## config.mk

```make
export PLATFORM = sky130hd
export DESIGN_NAME = dmtt_mod_unit
export DESIGN_NICKNAME = d
export VERILOG_FILES = /design/src/hdl/dmtt_pkg.sv /design/src/hdl/dmtt_mod_unit.sv
export SDC_FILE = /design/constraint.sdc
export NUM_CORES = 1
export LEC_CHECK = 0
export BUFFER_PORTS_ARGS = -buffer_cell sky130_fd_sc_hd__buf_4
export CORE_MARGIN = 1.5
export CORE_UTILIZATION = 52
export DETAILED_ROUTE_END_ITERATION = 7
export GPL_ROUTABILITY_DRIVEN = 0
export PLACE_DENSITY = 0.8
export SETUP_SLACK_MARGIN = 0.1
export SKIP_CTS_REPAIR_TIMING = 1
export SYNTH_ARGS = -nofsm -noshare
export SYNTH_HDL_FRONTEND = slang
export SYNTH_SLANG_ARGS = --single-unit
```

## constraint.sdc

```tcl
create_clock -name clk -period 9.3 [get_ports clk]
set_clock_uncertainty 0.15 [all_clocks]
set_input_delay 0.465 -clock clk [delete_from_list [all_inputs] [get_ports clk]]
set_output_delay 0.465 -clock clk [all_outputs]
set_load 0.05 [all_outputs]
```

## src/hdl/dmtt_pkg.sv

```systemverilog
// ----------------------------------------------------------------------------
// dmtt_pkg
// Shared constants, types and the mate score helper for the direct-mapped
// transposition table.
// ----------------------------------------------------------------------------
`timescale 1ns / 1ps
`default_nettype none

package dmtt_pkg;

    localparam int MAX_ENTRIES    = 1024;
    localparam int SLOT_BITS      = $clog2(MAX_ENTRIES);
    localparam int ENTRIES_BITS   = SLOT_BITS + 1;
    localparam int KEY_BITS       = 64;
    localparam int SCORE_BITS     = 16;
    localparam int SCORE_EXT_BITS = SCORE_BITS + 2;
    localparam int BOUNDARY_BITS  = 15;
    localparam int PLY_BITS       = 8;
    localparam int DEPTH_BITS     = 8;
    localparam int MOVE_BITS      = 16;
    localparam int BOUND_BITS     = 2;
    localparam int KIND_BITS      = 2;

    localparam int CFG_INDEX_BITS = 2;
    localparam int CFG_DATA_BITS  = 15;

    localparam int DIGIT_BITS     = 4;
    localparam int MOD_STEPS      = KEY_BITS / DIGIT_BITS;
    localparam int STEP_CNT_BITS  = $clog2(MOD_STEPS);

    localparam logic [CFG_INDEX_BITS-1:0] CFG_ENTRIES  = 2'd0;
    localparam logic [CFG_INDEX_BITS-1:0] CFG_BOUNDARY = 2'd1;

    localparam logic [ENTRIES_BITS-1:0]  ENTRIES_RESET  = ENTRIES_BITS'(MAX_ENTRIES);
    localparam logic [BOUNDARY_BITS-1:0] BOUNDARY_RESET = BOUNDARY_BITS'(30000);

    localparam logic [KIND_BITS-1:0] KIND_PROBE  = 2'd0;
    localparam logic [KIND_BITS-1:0] KIND_STORE  = 2'd1;
    localparam logic [KIND_BITS-1:0] KIND_CLEAR  = 2'd2;
    localparam logic [KIND_BITS-1:0] KIND_UNUSED = 2'd3;

    localparam logic signed [SCORE_EXT_BITS-1:0] SCORE_HI =
        SCORE_EXT_BITS'((1 << (SCORE_BITS - 1)) - 1);
    localparam logic signed [SCORE_EXT_BITS-1:0] SCORE_LO =
        -SCORE_HI - SCORE_EXT_BITS'(1);

    typedef struct packed {
        logic [DEPTH_BITS-1:0]        depth;
        logic [MOVE_BITS-1:0]         move;
        logic signed [SCORE_BITS-1:0] score;
        logic [BOUND_BITS-1:0]        bound;
    } slot_data_t;

    typedef struct packed {
        logic                 wr_key;
        logic                 wr_data;
        logic                 rd;
        logic [SLOT_BITS-1:0] addr;
    } mem_cmd_t;

    // away = 1 pushes mate scores away from zero, away = 0 pulls them in
    function automatic logic signed [SCORE_BITS-1:0] mate_shift(
        input logic signed [SCORE_BITS-1:0] s,
        input logic [PLY_BITS-1:0]          ply,
        input logic [BOUNDARY_BITS-1:0]     bnd,
        input logic                         away
    );
        logic signed [SCORE_EXT_BITS-1:0] sx;
        logic signed [SCORE_EXT_BITS-1:0] bx;
        logic signed [SCORE_EXT_BITS-1:0] px;
        logic signed [SCORE_EXT_BITS-1:0] sum;
        logic signed [SCORE_BITS-1:0]     res;
        sx = {{(SCORE_EXT_BITS - SCORE_BITS){s[SCORE_BITS-1]}}, s};
        bx = SCORE_EXT_BITS'(bnd);
        px = SCORE_EXT_BITS'(ply);
        if (sx > bx)
        begin
            sum = away ? (sx + px) : (sx - px);
        end
        else if (sx < -bx)
        begin
            sum = away ? (sx - px) : (sx + px);
        end
        else
        begin
            sum = sx;
        end
        if (sum > SCORE_HI)
        begin
            res = SCORE_HI[SCORE_BITS-1:0];
        end
        else if (sum < SCORE_LO)
        begin
            res = SCORE_LO[SCORE_BITS-1:0];
        end
        else
        begin
            res = sum[SCORE_BITS-1:0];
        end
        return res;
    endfunction

endpackage

`default_nettype wire

```

## src/hdl/dmtt_mod_unit.sv

```systemverilog
// ----------------------------------------------------------------------------
// dmtt_mod_unit
// Iterative remainder of the 64-bit key by the slot count, DIGIT_BITS key
// bits per cycle through a chain of compare and subtract steps.
// ----------------------------------------------------------------------------
`timescale 1ns / 1ps
`default_nettype none

module dmtt_mod_unit import dmtt_pkg::*;
(
    input  wire logic                    clk,
    input  wire logic                    rst_n,
    input  wire logic                    start,
    input  wire logic [KEY_BITS-1:0]     key,
    input  wire logic [ENTRIES_BITS-1:0] modulus,
    output logic                         done,
    output logic [SLOT_BITS-1:0]         rem
);

    logic [KEY_BITS-1:0]      key_sh_reg;
    logic [KEY_BITS-1:0]      key_sh_next;
    logic [SLOT_BITS-1:0]     rem_reg;
    logic [SLOT_BITS-1:0]     rem_next;
    logic [STEP_CNT_BITS-1:0] cnt_reg;
    logic                     busy_reg;
    logic                     done_reg;
    logic [SLOT_BITS:0]       trial;
    logic                     last_step;

    assign last_step   = (cnt_reg == STEP_CNT_BITS'(MOD_STEPS - 1));
    assign key_sh_next = key_sh_reg << DIGIT_BITS;

    always_comb
    begin
        rem_next = rem_reg;
        trial    = '0;
        for (int i = 0; i < DIGIT_BITS; i++)
        begin
            trial = {rem_next, key_sh_reg[KEY_BITS-1-i]};
            if (trial >= modulus)
            begin
                trial = trial - modulus;
            end
            rem_next = trial[SLOT_BITS-1:0];
        end
    end

    always_ff @(posedge clk or negedge rst_n)
    begin
        if (!rst_n)
        begin
            busy_reg <= 1'b0;
            done_reg <= 1'b0;
            cnt_reg  <= '0;
        end
        else
        begin
            done_reg <= busy_reg && last_step;
            if (start)
            begin
                busy_reg <= 1'b1;
                cnt_reg  <= '0;
            end
            else if (busy_reg)
            begin
                cnt_reg <= cnt_reg + 1'b1;
                if (last_step)
                begin
                    busy_reg <= 1'b0;
                end
            end
        end
    end

    always_ff @(posedge clk)
    begin
        if (start)
        begin
            key_sh_reg <= key;
            rem_reg    <= '0;
        end
        else if (busy_reg)
        begin
            key_sh_reg <= key_sh_next;
            rem_reg    <= rem_next;
        end
    end

    assign done = done_reg;
    assign rem  = rem_reg;

endmodule

`default_nettype wire

```

==> results of run 1 <==
[power by group through the flow]
stage	clock network, uW	registers (uW)	logic, uW
2_1_floorplan	0	531	1560
3_3_place_gp	0	488	1980
3_5_place_dp	0	491	2050
4_1_cts	293	482	2070
5_1_grt	307	486	2300
6_report	289	482	2100
[placed cells by master, fill, tap and decap left out, types with 3 or more instances in the layout]
cell type / Yosys / layout
sky130_fd_sc_hd__edfxtp_1: 64 / 64
sky130_fd_sc_hd__ha_1: 45 / 45
sky130_fd_sc_hd__nor2b_1: 8 / 8
sky130_fd_sc_hd__a31oi_1: 3 / 3
sky130_fd_sc_hd__nor2_1: 37 / 37
sky130_fd_sc_hd__nor3_1: 8 / 8
sky130_fd_sc_hd__a21oi_1: 23 / 23
sky130_fd_sc_hd__nand2b_1: 3 / 3
sky130_fd_sc_hd__mux2_4: 6 / 6
sky130_fd_sc_hd__buf_4: 0 / 97
sky130_fd_sc_hd__o221ai_2: 5 / 5
sky130_fd_sc_hd__and2_1: 5 / 5
sky130_fd_sc_hd__nand2_1: 7 / 7
sky130_fd_sc_hd__o21ai_0: 12 / 12
sky130_fd_sc_hd__xor2_1: 12 / 12
sky130_fd_sc_hd__fa_1: 4 / 4
sky130_fd_sc_hd__clkbuf_8: 1 / 9
sky130_fd_sc_hd__mux2i_1: 5 / 3
sky130_fd_sc_hd__or2_2: 3 / 3
sky130_fd_sc_hd__nor3_2: 5 / 5
sky130_fd_sc_hd__mux2_2: 79 / 79
sky130_fd_sc_hd__xnor2_1: 20 / 20
sky130_fd_sc_hd__o211ai_1: 3 / 3
sky130_fd_sc_hd__dfrtp_1: 6 / 6
sky130_fd_sc_hd__inv_1: 23 / 23
sky130_fd_sc_hd__a211oi_1: 4 / 4
sky130_fd_sc_hd__a21o_1: 10 / 10
sky130_fd_sc_hd__nand3_1: 8 / 8
sky130_fd_sc_hd__o21a_1: 7 / 7
sky130_fd_sc_hd__nand4_1: 9 / 9
sky130_fd_sc_hd__dfxtp_1: 10 / 10
[worst register-to-register path: cells and delay by family, from the launching register on]
family,cells,cell delay [ps]
AO/OA/AOI/OAI,16,4100
flip-flops,1,490
adder cells (fa/ha/maj),4,1180
multiplexers,2,650
buffers and inverters,2,340
AND/OR/NAND/NOR,7,1720
[layout make-up]
| class | count | area share |
|---|---|---|
| clock inverter | 7 | 0.0151 |
| sequential | 80 | 0.339 |
| tap | 136 | 0.0254 |
| clock buffer | 9 | 0.0185 |
| inverter | 23 | 0.0129 |
| timing repair buffer | 98 | 0.110 |
| multi-input combinational | 366 | 0.478 |
[per-layer routing]
metal	track usage	part of all wire
met5	0	0
met1	0.288	0.42
met3	0.0444	0.049
met4	0.0771	0.025
met2	0.399	0.51
[kinds of logic (layout without fill, tap and decap cells)]
| family | count (synthesis) | in the layout | share of synthesized area |
|---|---|---|---|
| AO/OA/AOI/OAI | 92 | 92 | 0.121 |
| XOR/XNOR | 32 | 32 | 0.0498 |
| adder cells (fa/ha/maj) | 49 | 49 | 0.114 |
| buffers and inverters | 39 | 137 | 0.0291 |
| flip-flops | 80 | 80 | 0.404 |
| multiplexers | 90 | 90 | 0.183 |
| AND/OR/NAND/NOR | 103 | 103 | 0.0992 |
[stage by stage]
stage,std cells,utilization
5_1_grt,719,0.643
3_3_place_gp,702,0.619
3_5_place_dp,702,0.619
4_1_cts,718,0.641
2_1_floorplan,485,-
6_report,719,0.643
[worst min path at each step]
stage | endpoint | depth (start not counted) | from | slack, ps
after CTS | done$_DFF_PN0_ | 1 | rst_n | -260
final | key_sh_reg[1]$_SDFFCE_PN0P_ | 2 | key[1] | 240
after detailed placement | done$_DFF_PN0_ | 1 | rst_n | 130
after global routing | key_sh_reg[0]$_SDFFCE_PN0P_ | 2 | key[0] | 220
after global placement | done$_DFF_PN0_ | 1 | rst_n | 120
after floorplan | busy_reg$_DFF_PN0_ | 0 | rst_n | 20
==> results.md, run 1 <==
- Result of the run: complete, no violations
- Fin nets: 705
- P_int: 1560 uW
- Layout overhead on the synthesized area: 19.0%
- Number of H-tree levels: 3
- Setup repair after global routing missed its margin: false
- Critical path buffers and inverters: 2
- Critical-path top delay cell: sky130_fd_sc_hd__dfxtp_1
- # rows: 37
- Number of flip-flops and latches in the synthesized netlist: 80
- Crit path kind: register to register
- Maximum number of pins on one net before global-route repair: 81
- Count of pins over their slew limit: 0
- Power share of the clock group: 0.101
- Period minus WS final: 8790 ps
- Synthesized net count: 612
- DR DRC count: 0
- Number of clock buffers inserted by TritonCTS: 9
- Dominant cells by area after synthesis: sky130_fd_sc_hd__edfxtp_1 34%, sky130_fd_sc_hd__mux2_2 16%, sky130_fd_sc_hd__ha_1 10%
- Top cells by count, synth: 79 x sky130_fd_sc_hd__mux2_2, 64 x sky130_fd_sc_hd__edfxtp_1, 45 x sky130_fd_sc_hd__ha_1, 37 x sky130_fd_sc_hd__nor2_1
- Flip-flop count of the largest register, all copies and words added: 64
- Clock tree root buffer cell: sky130_fd_sc_hd__clkbuf_8
- Setup WS post-layout: 512 ps
- Share of power burned in registers: 0.168
- Placeable core area: 10400 sq um
- DR WL/cell: 17.7 um
- Post-Synthesis Cells: 485
- Gr ovfl total: 0
- Worst-case clock buffer depth: 2
- Combinational fraction of design power: 0.731
- Number of vias per cell: 5.83
- Count of flip-flops with a built-in enable after synthesis: 64
- Initial antenna violation count: 0
- Average cell area after synthesis: 11.6 sq um
- Source-to-sink clock delay at the later pin of the worst-skew pair: 350 ps
- Async S/R FF share, synth: 0.0750
- Sequential share of the synthesized area: 0.404
- Buffers added on ports: 88
- Max Fclk: 114 MHz
- Worst setup path endpoint: rem[3]$_SDFFE_PP0P_
- Final-report hold violation count: 0
- Number of nets with antenna violations after detailed routing: 0
- Req. time, crit path: 9350 ps
- Clock sink count: 80
- Area of combinational cells with multiple inputs: 3200 sq um
- Part of the cycle the worst path needs: 0.945
- Endpoint of the worst register-to-register path: rem[3]$_SDFFE_PP0P_
- Share of post-route cells with drive strength above 1: 0.379
- Worst Setup End Kind: register
- Ports: 89
- Maximum fanout encountered on the critical timing path: 10
- Static leakage: 0.00292 uW
- Sequential cell area: 2270 sq um
- Cell count along the critical path: 31
- Clock transition at the register clock pins on the worst setup and hold paths after CTS: 90 ps
- Timing startpoint of the critical path: rem[0]$_SDFFE_PP0P_
- Synth unique cells: 58
- CTS tree: built
- Top Family by Delay on Critical Path: compound AO/OA/AOI/OAI gates
- Routed via count: 4195
- Cell repeated most along the worst path: sky130_fd_sc_hd__ha_1
- Placement-stage worst setup slack: 330 ps
- Antenna fix cells: 0
- Vias in the first global route: 4289
- Worst relative slew slack: 0.335
- Final cell area excluding filler cells: 6700 sq um
- Initial core utilization: 0.540
- Overall Power: 2870 uW
- Cell taking the most area after synthesis: sky130_fd_sc_hd__edfxtp_1
- HPWL after detailed placement: 9660 um
- Worst Tran Pin Value: 998 ps
- Die outline area: 11500 sq um
- Count of cells along the worst register-to-register path: 31
- Critical path arrival: 8840 ps
- Total of endpoints with negative setup slack in the final report: 0
- Total routed wirelength: 12700 um
- Layout filler cell count: 808
- Worst reg2reg startpoint: rem[0]$_SDFFE_PP0P_
- Cell with the most instances after synthesis: sky130_fd_sc_hd__mux2_2
- Wire length of the first global-routing pass: 20600 um
- Switching power as a share of total power: 0.456
- Worst ir drop on vdd: 0.252 mV
- Yosys top cell area share: 0.342
- Number of DRC markers after the initial detailed-route iteration: 261
- Cell Area, Placed: 6450 sq um
- Post-synth design cell area: 5630 sq um
- Total power divided by cell area: 429 nW/um^2
- Height of the die: 107 um
- Count of yosys warnings during synthesis: 0
- Total Negative Setup Slacks: 0 ps
- Net Sw Power: 1310 uW
- Slowest Stage Delay on Critical Path: 490 ps
- Hold Path Class: input pin to register
- CP startpoint kind: register
- Reg-to-reg slack, setup: 510 ps
- Top flip-flop cell by instance count after synthesis: sky130_fd_sc_hd__edfxtp_1
- # Max-Cap Violations: 0
- Overall track demand over capacity in global routing: 0.231
- Die X: 107 um
- Post-route worst hold slack: 238 ps
- Drt first pass iters: 4
Power figures use the tool's default switching activity.
==> run 2, diff against run 1 <==
CORE_UTILIZATION = 40   (was 52)
PLACE_DENSITY = 0.65   (was 0.8)
==> results.md, run 2 (synthesized netlist as in run 1, its figures left out) <==
- Height of the die: 122 um (+14%)
- P_int: 1610 uW (+3.0%)
- CTS tree: built
- Top Family by Delay on Critical Path: compound AO/OA/AOI/OAI gates
- Commonest non-fill, non-tap cell in the layout: sky130_fd_sc_hd__buf_4
- Static leakage: 0.00295 uW (+0.86%)
- Post-route worst hold slack: 262 ps (+23.7 ps)
- Power share of the clock group: 0.112 (+0.011)
- Maximum number of pins on one net before global-route repair: 81 (unchanged)
- Number of vias per cell: 5.41 (-7.4%)
- Maximum fanout encountered on the critical timing path: 10 (unchanged)
- # rows: 43 (+16%)
- HPWL after detailed placement: 9630 um (-0.29%)
- Gr ovfl total: 0 (unchanged)
- Hold Path Class: input pin to register
- Non-Filler Instances: 765 (+6.4%)
- Wire length of the first global-routing pass: 20300 um (-1.5%)
- DR WL/cell: 16.5 um (-7.0%)
- Number of H-tree levels: 3 (unchanged)
- Total of endpoints with negative setup slack in the final report: 0 (unchanged)
- Critical path buffers and inverters: 3 (+1)
- Setup repair after global routing missed its margin: false
- Number of nets with antenna violations after detailed routing: 0 (unchanged)
- Crit path kind: register to register
- Cell Area, Placed: 6520 sq um (+1.1%)
- Vias in the first global route: 4151 (-3.2%)
- Die outline area: 14800 sq um (+29%)
- Clock transition at the register clock pins on the worst setup and hold paths after CTS: 60 ps (-30 ps)
- Max Fclk: 116 MHz (+2.3%)
- Routed via count: 4135 (-1.4%)
- Final core occ: 0.493 (-0.150)
- Count of pins over their slew limit: 0 (unchanged)
- Clock tree root buffer cell: sky130_fd_sc_hd__clkbuf_16
- Ports: 89 (unchanged)
- Slowest Stage Delay on Critical Path: 470 ps (-20 ps)
- Post-Place Cells: 748 (+6.6%)
- Reg-to-reg slack, setup: 710 ps (+200 ps)
- Layout filler cell count: 1260 (+56%)
- Antenna fix cells: 0 (unchanged)
- Number of clock buffers inserted by TritonCTS: 9 (unchanged)
- Req. time, crit path: 9330 ps (-20 ps)
- Final cell area excluding filler cells: 6810 sq um (+1.8%)
- Worst relative slew slack: 0.355 (+0.0207)
- Total Negative Setup Slacks: 0 ps (unchanged)
- Number of DRC markers after the initial detailed-route iteration: 260 (-0.38%)
- Worst-case clock buffer depth: 2 (unchanged)
- Result of the run: complete, no violations
- Total routed wirelength: 12600 um (-1.1%)
- Overall track demand over capacity in global routing: 0.175 (-0.0562)
- Total power divided by cell area: 425 nW/um^2 (-0.76%)
- Cell repeated most along the worst path: sky130_fd_sc_hd__ha_1
- Share of post-route cells with drive strength above 1: 0.379 (+0.000413)
- DR DRC count: 0 (unchanged)
- Placeable core area: 13800 sq um (+33%)
- Worst ir drop on vdd: 0.234 mV (-7.2%)
- Buffers added on ports: 88 (unchanged)
- Net Sw Power: 1290 uW (-1.4%)
- Clock sink count: 80 (unchanged)
- Worst Setup End Kind: register
- CP startpoint kind: register
- Period minus WS final: 8590 ps (-200 ps)
- Die X: 122 um (+14%)
- Final-report hold violation count: 0 (unchanged)
- Most used cells in the layout excluding fill and tap cells: 99 x sky130_fd_sc_hd__buf_4, 79 x sky130_fd_sc_hd__mux2_2, 64 x sky130_fd_sc_hd__edfxtp_1, 45 x sky130_fd_sc_hd__ha_1, 37 x sky130_fd_sc_hd__nor2_1
- Critical-path top delay cell: sky130_fd_sc_hd__dfxtp_1
- Switching power as a share of total power: 0.445 (-0.0107)
- Initial antenna violation count: 0 (unchanged)
- Combinational fraction of design power: 0.722 (-0.009)
- Initial core utilization: 0.407 (-0.133)
- Worst Tran Pin Value: 967 ps (-31.1 ps)
- Share of power burned in registers: 0.166 (-0.002)
- Flip-flop count of the largest register, all copies and words added: 64 (unchanged)
- Critical path arrival: 8620 ps (-220 ps)
- Drt first pass iters: 4 (unchanged)
- Fin nets: 707 (+0.28%)
- # Max-Cap Violations: 0 (unchanged)
- Source-to-sink clock delay at the later pin of the worst-skew pair: 330 ps (-20 ps)
- Part of the cycle the worst path needs: 0.923 (-0.0215)
- Layout overhead on the synthesized area: 21.1%
## run 2: cell types whose count changed in the layout (fill, tap and decap cells not counted), sizes merged
cell	change
bufinv	-2
buf	+2
inv	-1
clkinvlp	+3
clkbuf	+1
clkinv	-1
## run 2: power by group through the flow
stage / Combinational (uW) / Sequential, uW / Clock (uW)
2_1_floorplan: 1560 / 531 / 0
3_3_place_gp: 2020 / 489 / 0
3_5_place_dp: 2060 / 491 / 0
4_1_cts: 2070 / 483 / 334
5_1_grt: 2310 / 487 / 345
6_report: 2090 / 482 / 323
## run 2: through the flow
step	setup WS (ps)	power, uW
final	712	2900
after floorplan	286	2090
after global placement	613	2510
after CTS	487	2890
after detailed placement	297	2550
after global routing	171	3140
## run 2: per-layer routing
| layer | GRT usage | vias to the layer above | wire length, um |
|---|---|---|---|
| met2 | 0.292 | 96 | 6150 |
| met5 | 0 | - | 0 |
| li1 | - | 2028 | - |
| met4 | 0.0676 | 0 | 389 |
| met3 | 0.0360 | 28 | 576 |
| met1 | 0.222 | 1983 | 5480 |
## run 2: cell type report
cell class | count | area (sq um) | share of cell area
Timing Repair Buffer | 100 | 753 | 0.111
Clock inverter | 6 | 43.8 | 0.00643
Multi-Input combinational cell | 366 | 3200 | 0.470
Inverter | 23 | 86.3 | 0.0127
Sequential cell | 80 | 2270 | 0.333
Clock buffer | 10 | 229 | 0.0336
Tap cell | 180 | 225 | 0.0331
## run 2: final timing paths
check | to | start | cells after the start
worst min-delay path | key_sh_reg[1]$_SDFFCE_PN0P_ | key[1] | 2
worst min register to register | key_sh_reg[54]$_DFFE_PP_ | key_sh_reg[50]$_DFFE_PP_ | 1
worst max register to register | rem[3]$_SDFFE_PP0P_ | rem[0]$_SDFFE_PP0P_ | 32
max in group asynchronous | cnt_reg[1]$_DFFE_PN0P_ | rst_n | 2
min in group asynchronous | done$_DFF_PN0_ | rst_n | 2
worst max-delay path | rem[3]$_SDFFE_PP0P_ | rem[0]$_SDFFE_PP0P_ | 32
==> run 3, diff against run 2 <==
PLACE_DENSITY = 0.63   (was 0.65)
clock period = 8.1 ns   (was 9.3 ns; I/O delays follow)
==> results.md, run 3 (synthesized netlist as in run 1, its figures left out) <==
- Total Negative Setup Slacks: 0 ps (unchanged)
- Worst Tran Pin Value: 1110 ps (+140 ps)
- Ports: 89 (unchanged)
- DR DRC count: 0 (unchanged)
- Slowest Stage Delay on Critical Path: 440 ps (-30 ps)
- Clock tree root buffer cell: sky130_fd_sc_hd__clkbuf_16
- Endpoint of the worst register-to-register path: rem[9]$_SDFFE_PP0P_
- Maximum fanout encountered on the critical timing path: 7 (-3)
- Min-Delay Startpoint: key[1]
- CTS tree: built
- Worst reg2reg startpoint: rem[0]$_SDFFE_PP0P_
- Final-report hold violation count: 0 (unchanged)
- Layout filler cell count: 1157 (-8.2%)
- Flip-flop count of the largest register, all copies and words added: 64 (unchanged)
- Routed via count: 4499 (+8.8%)
- Clock sink count: 80 (unchanged)
- Number of nets with antenna violations after detailed routing: 0 (unchanged)
- Maximum number of pins on one net before global-route repair: 81 (unchanged)
- Sequential cell area: 2280 sq um (+0.33%)
- Vias in the first global route: 4616 (+11%)
- CP startpoint kind: register
- HPWL after detailed placement: 11100 um (+15%)
- Drt first pass iters: 4 (unchanged)
- Count of pins over their slew limit: 0 (unchanged)
- Wire length of the first global-routing pass: 22500 um (+11%)
- # rows: 43 (unchanged)
- Hold Path Class: input pin to register
- Gr ovfl total: 0 (unchanged)
- DR WL/cell: 17.3 um (+4.9%)
- Overall track demand over capacity in global routing: 0.197 (+0.0222)
- Reg-to-reg slack, setup: 350 ps (-360 ps)
- Critical-path top delay cell: sky130_fd_sc_hd__or3_4
- Area of combinational cells with multiple inputs: 3620 sq um (+13%)
- Req. time, crit path: 8140 ps (-1190 ps)
- Fin nets: 786 (+11%)
- Number of instances on the worst hold path: 2 (unchanged)
- Initial antenna violation count: 0 (unchanged)
- Worst relative slew slack: 0.262 (-0.0935)
- Layout overhead on the synthesized area: 40.5%
- Period minus WS final: 7750 ps (-838 ps)
- Result of the run: complete, no violations
- Number of H-tree levels: 3 (unchanged)
- Number of DRC markers after the initial detailed-route iteration: 167 (-36%)
- Worst-case clock buffer depth: 2 (unchanged)
- Part of the cycle the worst path needs: 0.957 (+0.0334)
- Antenna fix cells: 0 (unchanged)
- Total routed wirelength: 14600 um (+16%)
- Initial core utilization: 0.407 (unchanged)
- Total of endpoints with negative setup slack in the final report: 0 (unchanged)
- Die outline area: 14800 sq um (unchanged)
- Clock transition at the register clock pins on the worst setup and hold paths after CTS: 70 ps (about the same)
- Share of post-route cells with drive strength above 1: 0.532 (+0.152)
- Number of clock buffers inserted by TritonCTS: 9 (unchanged)
- Max Fclk: 129 MHz (+11%)
- Source-to-sink clock delay at the later pin of the worst-skew pair: 340 ps (about the same)
- Critical path arrival: 7790 ps (-830 ps)
- Number of vias per cell: 5.33 (-1.4%)
- Worst Setup End Kind: register
- Die X: 122 um (unchanged)
- Setup repair after global routing missed its margin: false
- Placeable core area: 13800 sq um (unchanged)
- Most used cells in the layout excluding fill and tap cells: 174 x sky130_fd_sc_hd__buf_4, 77 x sky130_fd_sc_hd__mux2_2, 64 x sky130_fd_sc_hd__edfxtp_1, 34 x sky130_fd_sc_hd__nor2_1, 28 x sky130_fd_sc_hd__ha_1
- Hold worst-path end: key_sh_reg[1]$_SDFFCE_PN0P_
- Cell repeated most along the worst path: sky130_fd_sc_hd__ha_4
- Height of the die: 122 um (unchanged)
- Count of cells along the worst register-to-register path: 32 (unchanged)
- Buffers added on ports: 88 (unchanged)
- # Max-Cap Violations: 0 (unchanged)
- Commonest non-fill, non-tap cell in the layout: sky130_fd_sc_hd__buf_4
- Crit path kind: register to register
==> run 3: cell count changes in the layout (fill, tap and decap cells not counted), moves of 4 or more <==
cell,previous run,this run
sky130_fd_sc_hd__a21oi_1,23,17
sky130_fd_sc_hd__a21oi_2,0,5
sky130_fd_sc_hd__buf_4,99,174
sky130_fd_sc_hd__buf_6,0,4
sky130_fd_sc_hd__dfxtp_1,10,4
sky130_fd_sc_hd__dfxtp_2,0,6
sky130_fd_sc_hd__ha_1,45,28
sky130_fd_sc_hd__ha_4,0,16
==> run 3: worst max-delay path, delay by kind of cell (launching register included) <==
kind / cells / cell delay (ps)
compound gates: 12 / 3080
fa+ha+maj: 4 / 980
buf+inv: 5 / 670
flops: 1 / 330
mux: 2 / 680
simple gates: 9 / 1700
==> run 3: final cells by class <==
class	count	share of cell area
well taps	180	0.0285
multi-input cells	366	0.458
clock inverters	7	0.0130
flip-flops and latches	80	0.288
inverters	23	0.0114
repair buffers	179	0.172
clock buffers	9	0.0285
==> run 3: layer usage <==
layer,wire [um],up-vias,GRT usage,part of all wire
met1,6280,2172,0.247,0.43
met4,364,0,0.0721,0.025
met2,7150,117,0.332,0.49
met5,0,-,0,0
met3,793,28,0.0449,0.054
li1,-,2182,-,-
==> run 3: how the worst max path moves through the flow <==
| stage | startpoint | to | depth (start not counted) |
|---|---|---|---|
| 2_1_floorplan | modulus[1] | rem[6]$_SDFFE_PP0P_ | 33 |
| 3_3_place_gp | modulus[1] | rem[5]$_SDFFE_PP0P_ | 34 |
| 3_5_place_dp | modulus[1] | rem[5]$_SDFFE_PP0P_ | 34 |
| 4_1_cts | rem[6]$_SDFFE_PP0P_ | rem[5]$_SDFFE_PP0P_ | 33 |
| 5_1_grt | rem[0]$_SDFFE_PP0P_ | rem[9]$_SDFFE_PP0P_ | 32 |
| 6_report | rem[0]$_SDFFE_PP0P_ | rem[9]$_SDFFE_PP0P_ | 32 |
==> run 3: stage by stage <==
stage,std cells,instance area [sq um],setup WS [ps],hold slack [ps],utilization
after floorplan,485,5820,-433,-40.6,-
after global placement,820,7230,-220,62.7,0.523
after detailed placement,820,7230,-342,67.5,0.523
after CTS,836,7560,-187,-305,0.547
after global routing,844,7910,42.0,182,0.572
final,844,7910,350,192,0.572
Power of run 3 is not shown: default switching activity piles up to over one toggle a cycle in this logic, so the estimate is an artifact.
